**src/rtl/core/hlva_pkg.sv**
```systemverilog
// Shared types, constants and trigonometry table for the Hough line vote accumulator.
package hlva_pkg;

    localparam int unsigned IMAGE_WIDTH_DEF  = 512;
    localparam int unsigned IMAGE_HEIGHT_DEF = 512;
    localparam int unsigned NUM_ANGLES_DEF   = 180;
    localparam int unsigned RHO_BINS_DEF     = 1450;

    localparam int unsigned COUNT_W       = 16;
    localparam logic [15:0] COUNT_MAX     = 16'hFFFF;
    localparam logic [15:0] THRESHOLD_RST = 16'd200;
    localparam int unsigned Q_FRAC        = 14;
    localparam int unsigned RHO_W         = 11;

    // round(16384 * sin(d degrees)) for d = 0..90
    localparam logic [14:0] QUARTER_SINE [0:90] = '{
        15'd0,     15'd286,   15'd572,   15'd857,   15'd1143,
        15'd1428,  15'd1713,  15'd1997,  15'd2280,  15'd2563,
        15'd2845,  15'd3126,  15'd3406,  15'd3686,  15'd3964,
        15'd4240,  15'd4516,  15'd4790,  15'd5063,  15'd5334,
        15'd5604,  15'd5872,  15'd6138,  15'd6402,  15'd6664,
        15'd6924,  15'd7182,  15'd7438,  15'd7692,  15'd7943,
        15'd8192,  15'd8438,  15'd8682,  15'd8923,  15'd9162,
        15'd9397,  15'd9630,  15'd9860,  15'd10087, 15'd10311,
        15'd10531, 15'd10749, 15'd10963, 15'd11174, 15'd11381,
        15'd11585, 15'd11786, 15'd11982, 15'd12176, 15'd12365,
        15'd12551, 15'd12733, 15'd12911, 15'd13085, 15'd13255,
        15'd13421, 15'd13583, 15'd13741, 15'd13894, 15'd14044,
        15'd14189, 15'd14330, 15'd14466, 15'd14598, 15'd14726,
        15'd14849, 15'd14968, 15'd15082, 15'd15191, 15'd15296,
        15'd15396, 15'd15491, 15'd15582, 15'd15668, 15'd15749,
        15'd15826, 15'd15897, 15'd15964, 15'd16026, 15'd16083,
        15'd16135, 15'd16182, 15'd16225, 15'd16262, 15'd16294,
        15'd16322, 15'd16344, 15'd16362, 15'd16374, 15'd16382,
        15'd16384
    };

    typedef enum logic [2:0] {
        ST_CLEAR,
        ST_IDLE,
        ST_MUL,
        ST_RHO,
        ST_ADDR,
        ST_READ,
        ST_WRITE,
        ST_EMIT
    } hlva_state_t;

    typedef struct packed {
        logic mul_en;
        logic sum_en;
    } hlva_rho_ctl_t;

    // Q2.14 sine of an angle in 0..359 degrees
    function automatic logic signed [15:0] sin_q14(input logic [8:0] deg);
        logic [8:0]  idx;
        logic        neg;
        logic [14:0] mag;
        priority if (deg <= 9'd90)
        begin
            idx = deg;
            neg = 1'b0;
        end
        else if (deg <= 9'd180)
        begin
            idx = 9'd180 - deg;
            neg = 1'b0;
        end
        else if (deg <= 9'd270)
        begin
            idx = deg - 9'd180;
            neg = 1'b1;
        end
        else
        begin
            idx = 9'd360 - deg;
            neg = 1'b1;
        end
        mag = (idx <= 9'd90) ? QUARTER_SINE[idx[6:0]] : 15'd0;
        return neg ? -$signed({1'b0, mag}) : $signed({1'b0, mag});
    endfunction

endpackage

```
**src/rtl/core/hlva_rho.sv**
```systemverilog
// Rho computation: table lookup and products, then sum, truncation and bin range check.
module hlva_rho #(
    parameter int unsigned RHO_BINS = hlva_pkg::RHO_BINS_DEF,
    localparam int unsigned BIN_W   = $clog2(RHO_BINS)
) (
    input  logic                    clk,
    input  hlva_pkg::hlva_rho_ctl_t ctl,
    input  logic [8:0]              pixel_x,
    input  logic [8:0]              pixel_y,
    input  logic [7:0]              angle,
    output logic signed [10:0]      rho,
    output logic [BIN_W-1:0]        bin,
    output logic                    in_range
);

    localparam logic signed [14:0] HALF_BINS = 15'(RHO_BINS / 2);
    localparam logic signed [14:0] NUM_BINS  = 15'(RHO_BINS);

    logic signed [15:0] cos_val;
    logic signed [15:0] sin_val;
    logic signed [25:0] prod_x_next, prod_x_reg;
    logic signed [25:0] prod_y_next, prod_y_reg;
    logic signed [26:0] sum;
    logic signed [26:0] sum_adj;
    logic signed [12:0] rho_full;
    logic signed [14:0] bin_s;
    logic signed [10:0]      rho_next, rho_reg;
    logic [BIN_W-1:0]        bin_next, bin_reg;
    logic                    in_range_next, in_range_reg;

    always_comb
    begin
        sin_val     = hlva_pkg::sin_q14({1'b0, angle});
        cos_val     = hlva_pkg::sin_q14({1'b0, angle} + 9'd90);
        prod_x_next = $signed({1'b0, pixel_x}) * cos_val;
        prod_y_next = $signed({1'b0, pixel_y}) * sin_val;
    end

    // Truncate toward zero: bias negative sums before the arithmetic shift
    always_comb
    begin
        sum           = 27'(prod_x_reg) + 27'(prod_y_reg);
        sum_adj       = sum + (sum[26] ? 27'sd16383 : 27'sd0);
        rho_full      = sum_adj[26:hlva_pkg::Q_FRAC];
        bin_s         = 15'(rho_full) + HALF_BINS;
        rho_next      = rho_full[10:0];
        bin_next      = bin_s[BIN_W-1:0];
        in_range_next = !bin_s[14] && (bin_s < NUM_BINS);
    end

    always_ff @(posedge clk)
    begin
        if (ctl.mul_en)
        begin
            prod_x_reg <= prod_x_next;
            prod_y_reg <= prod_y_next;
        end
        if (ctl.sum_en)
        begin
            rho_reg      <= rho_next;
            bin_reg      <= bin_next;
            in_range_reg <= in_range_next;
        end
    end

    assign rho      = rho_reg;
    assign bin      = bin_reg;
    assign in_range = in_range_reg;

endmodule

```
**config.mk**
```make
export PLATFORM = sky130hd
export DESIGN_NAME = hlva_rho
export DESIGN_NICKNAME = d
export VERILOG_FILES = /design/src/rtl/core/hlva_pkg.sv /design/src/rtl/core/hlva_rho.sv
export SDC_FILE = /design/constraint.sdc
export NUM_CORES = 1
export LEC_CHECK = 0
export ABC_AREA = 0
export BUFFER_PORTS_ARGS = -buffer_cell sky130_fd_sc_hd__buf_2
export CORE_MARGIN = 2
export CORE_UTILIZATION = 28
export CTS_BUF_LIST = sky130_fd_sc_hd__clkbuf_16
export DETAILED_ROUTE_END_ITERATION = 6
export SYNTH_ARGS = -nofsm -noshare
export SYNTH_HDL_FRONTEND = slang
export SYNTH_SLANG_ARGS = --single-unit
export TNS_END_PERCENT = 20
```
**constraint.sdc**
```tcl
create_clock -name clk -period 18.2 [get_ports clk]
set_input_delay 3.64 -clock clk [delete_from_list [all_inputs] [get_ports clk]]
set_output_delay 3.64 -clock clk [all_outputs]
set_load 0.01 [all_outputs]
```
==> impl_metrics.env <==
export IMPL_grt_pass1_vias=18300
export IMPL_start_util_pct=28.2
export IMPL_root_buffer="clkbuf_16"
export IMPL_finClkSkew_ps=7.10
export IMPL_std_cell_rows=101
export IMPL_avgSynthCellArea_um2=8.33
export IMPL_hold_depth=4
export IMPL_drv_cap=0
export IMPL_hold_viol=0
export IMPL_dr_pass1_iters=5
export IMPL_htree_levels=3
export IMPL_vias_per_cell=5.26
export IMPL_ios=52
export IMPL_status="complete, no violations"
export IMPL_die_h_um=281
export IMPL_gr_max_usage_layer="met2"
export IMPL_grt_max_degree=53
export IMPL_insertion_delay_ps=340
export IMPL_antenna_cells=0
export IMPL_grt_use_met2_pct=25.0
export IMPL_synth_ff_latch_count=75
export IMPL_setup_worst_path_end_class="register"
export IMPL_cts_resized=0
export IMPL_path_class="input port to register"
export IMPL_drc=0
export IMPL_cp_slowest_cell="nor4b_1"
export IMPL_syn_area_mm2=0.0214
export IMPL_synthArstFlopShare_pct=0
export IMPL_cts_tree="yes"
export IMPL_r2r_slack_ps=11220
export IMPL_multi_input_area_mm2=0.0173
export IMPL_clock_sinks=75
export IMPL_rsz0062_at_grt="false"
export IMPL_port_buffers=51
export IMPL_syn_inst=2571
export IMPL_drtAntennaViolNets=0
export IMPL_crit_fanout=40
export IMPL_worstPathArrival_ps=16760
export IMPL_drtIter0Drc=1714
export IMPL_syn_num_nets=3034
export IMPL_crit_top_cell="inv_1"
export IMPL_cp_required_ps=18280
export IMPL_wl_um=59000
export IMPL_slew_violations=0
export IMPL_drive_gt1_share_pct=6.12
export IMPL_maxSlewHeadroom_pct=30.7
export IMPL_synth_area_leader_cell="fa_1"
export IMPL_worst_setup_path_start_kind="input port"
export IMPL_core_area_mm2=0.0758
export IMPL_grt_pass1_wl_um=98200
export IMPL_synth_area_leaders="fa_1 23%, ha_1 11%, edfxtp_1 11%"
export IMPL_min_delay_path_class="register to register"
export IMPL_die_area_mm2=0.0787
export IMPL_min_period_ps=16680
export IMPL_slowest_delay_ps=880
export IMPL_wl_per_cell_um=16.8
export IMPL_antenna_found_initial=3
export IMPL_post_route_period_util_pct=91.6
export IMPL_ys_seq_area_share_pct=10.5
export IMPL_fmax_mhz=60.0
export IMPL_grt_overflow=0
export IMPL_synth_top_area_share_pct=22.9
export IMPL_use_met1_pct=20.9
export IMPL_hold_buffers=0
export IMPL_gp_congestion=0.940
export IMPL_clk_path_buf_depth=2
export IMPL_synthFlopType="edfxtp_1"
export IMPL_finalSetupViolCount=0
export IMPL_areaGrowthSynthToFinish_pct=6.62
export IMPL_via_count=18400
export IMPL_grt_use_met3_pct=1.96
export IMPL_fin_tns_setup_ps=0
export IMPL_cts_buffers=9
export IMPL_layout_nets=2989
export IMPL_cts_setup_buffers=0
export IMPL_die_w_um=281
export IMPL_dp_hpwl_um=46000
export IMPL_seqCellArea_mm2=0.00225
export IMPL_fill_cells=8119
export IMPL_synth_edff_count=75
export IMPL_yosysWarnings=0
export IMPL_ys_types=102
export IMPL_r2r_cells=26
export IMPL_worst_pin_slew_ps=1020
export IMPL_path_clk_slew_ps=60
export IMPL_grt_usage_pct=15.2
==> cell type report <==
cell class	instances	share of cell area [%]
multi-input cells	2029	75.9
flip-flops and latches	75	9.86
inverters	332	5.46
well taps	978	5.36
repair buffers	79	2.04
clock buffers	9	0.986
clock inverters	7	0.444
==> Yosys cell counts (9+ instances only) <==
| cell type | n |
|---|---|
| inv_1 | 326 |
| fa_1 | 245 |
| nand2_1 | 216 |
| ha_1 | 189 |
| a21oi_1 | 150 |
| and2_1 | 142 |
| nor2_1 | 124 |
| o21ai_0 | 93 |
| xnor2_1 | 88 |
| clkbuf_1 | 87 |
| edfxtp_1 | 75 |
| nor3_1 | 72 |
| nand3_1 | 62 |
| nor2b_1 | 54 |
| o211ai_1 | 46 |
| nand2b_1 | 43 |
| xor2_1 | 34 |
| a211oi_1 | 27 |
| a21o_1 | 27 |
| a31oi_1 | 25 |
| buf_2 | 24 |
| o311ai_0 | 20 |
| or3_1 | 20 |
| a311oi_1 | 19 |
| o21a_1 | 19 |
| and3_1 | 17 |
| o21bai_1 | 17 |
| nand4_1 | 13 |
| a221oi_1 | 12 |
| mux2_2 | 12 |
| mux2i_1 | 12 |
| nor4_1 | 12 |
| o2111ai_1 | 11 |
| a2111oi_0 | 10 |
| a211o_1 | 10 |
| a32oi_1 | 10 |
| buf_1 | 10 |
| or2_2 | 10 |
| nand3b_1 | 9 |
| o31ai_1 | 9 |
==> cell usage in the layout (no fill, tap or decap), drive strengths merged, types with 17 or more instances in the layout <==
cell,netlist,layout
xnor2,91,91
o21ai,102,102
inv,328,329
o311ai,22,22
and3,18,18
a21oi,153,153
edfxtp,75,75
nor2,125,125
nand3,63,63
fa,245,245
ha,189,189
or3,20,20
xor2,35,35
a311oi,19,19
a21o,27,27
and2,142,142
o211ai,47,47
a31oi,25,25
o21a,19,19
nor2b,54,54
a211oi,28,28
nor3,72,72
buf,48,79
nand2,217,217
o21bai,17,17
nand2b,43,43
==> path summary, 6_finish.rpt <==
path / startpoint / to
worst max-delay path: angle[2] / prod_x_reg[25]
worst min-delay path: prod_y_reg[22] / rho[9]
worst max register to register: prod_x_reg[0] / in_range
worst min register to register: prod_y_reg[22] / rho[9]
==> cells by family after synthesis <==
family                   Yosys count  share of synthesized area [%]
AND/OR/NAND/NOR                  815                           19.4
flip-flops                        75                           10.5
XOR/XNOR                         128                           5.56
buffers and inverters            467                           8.71
adder cells (fa/ha/maj)          434                           33.9
AO/OA/AOI/OAI                    626                           20.6
multiplexers                      26                           1.31
==> worst max-delay path, delay by kind of cell <==
| kind | cells | cell delay, ps |
|---|---|---|
| AOI/OAI and AO/OA | 12 | 3310 |
| xor gates and xnor gates | 2 | 910 |
| adders and majority gates | 8 | 3940 |
| buffers and inverters | 13 | 2420 |
| and+or+nand+nor | 8 | 2480 |
==> stage by stage <==
step / cells / setup slack, ps / utilization (%) / area (µm²) / hold slack (ps)
CTS: 3509 / 1720 / 30.1 / 22800 / 942
finish: 3509 / 1520 / 30.1 / 22800 / 936
global route: 3509 / 496 / 30.1 / 22800 / 1020
floorplan: 2571 / 3300 / - / 21400 / 819
detailed placement: 3493 / 1400 / 29.7 / 22500 / 930
global placement: 3493 / 1580 / 29.7 / 22500 / 927
==> per-layer routing <==
| layer | share of wire [%] | vias up |
|---|---|---|
| met5 | 0.049 | - |
| met1 | 46 | 8826 |
| met3 | 6.1 | 114 |
| met4 | 2.2 | 6 |
| met2 | 46 | 661 |
| li1 | - | 8841 |
Power is left out: the tool's default activity adds up to more than one toggle a clock period on the data nets, which glitch-free logic cannot reach.
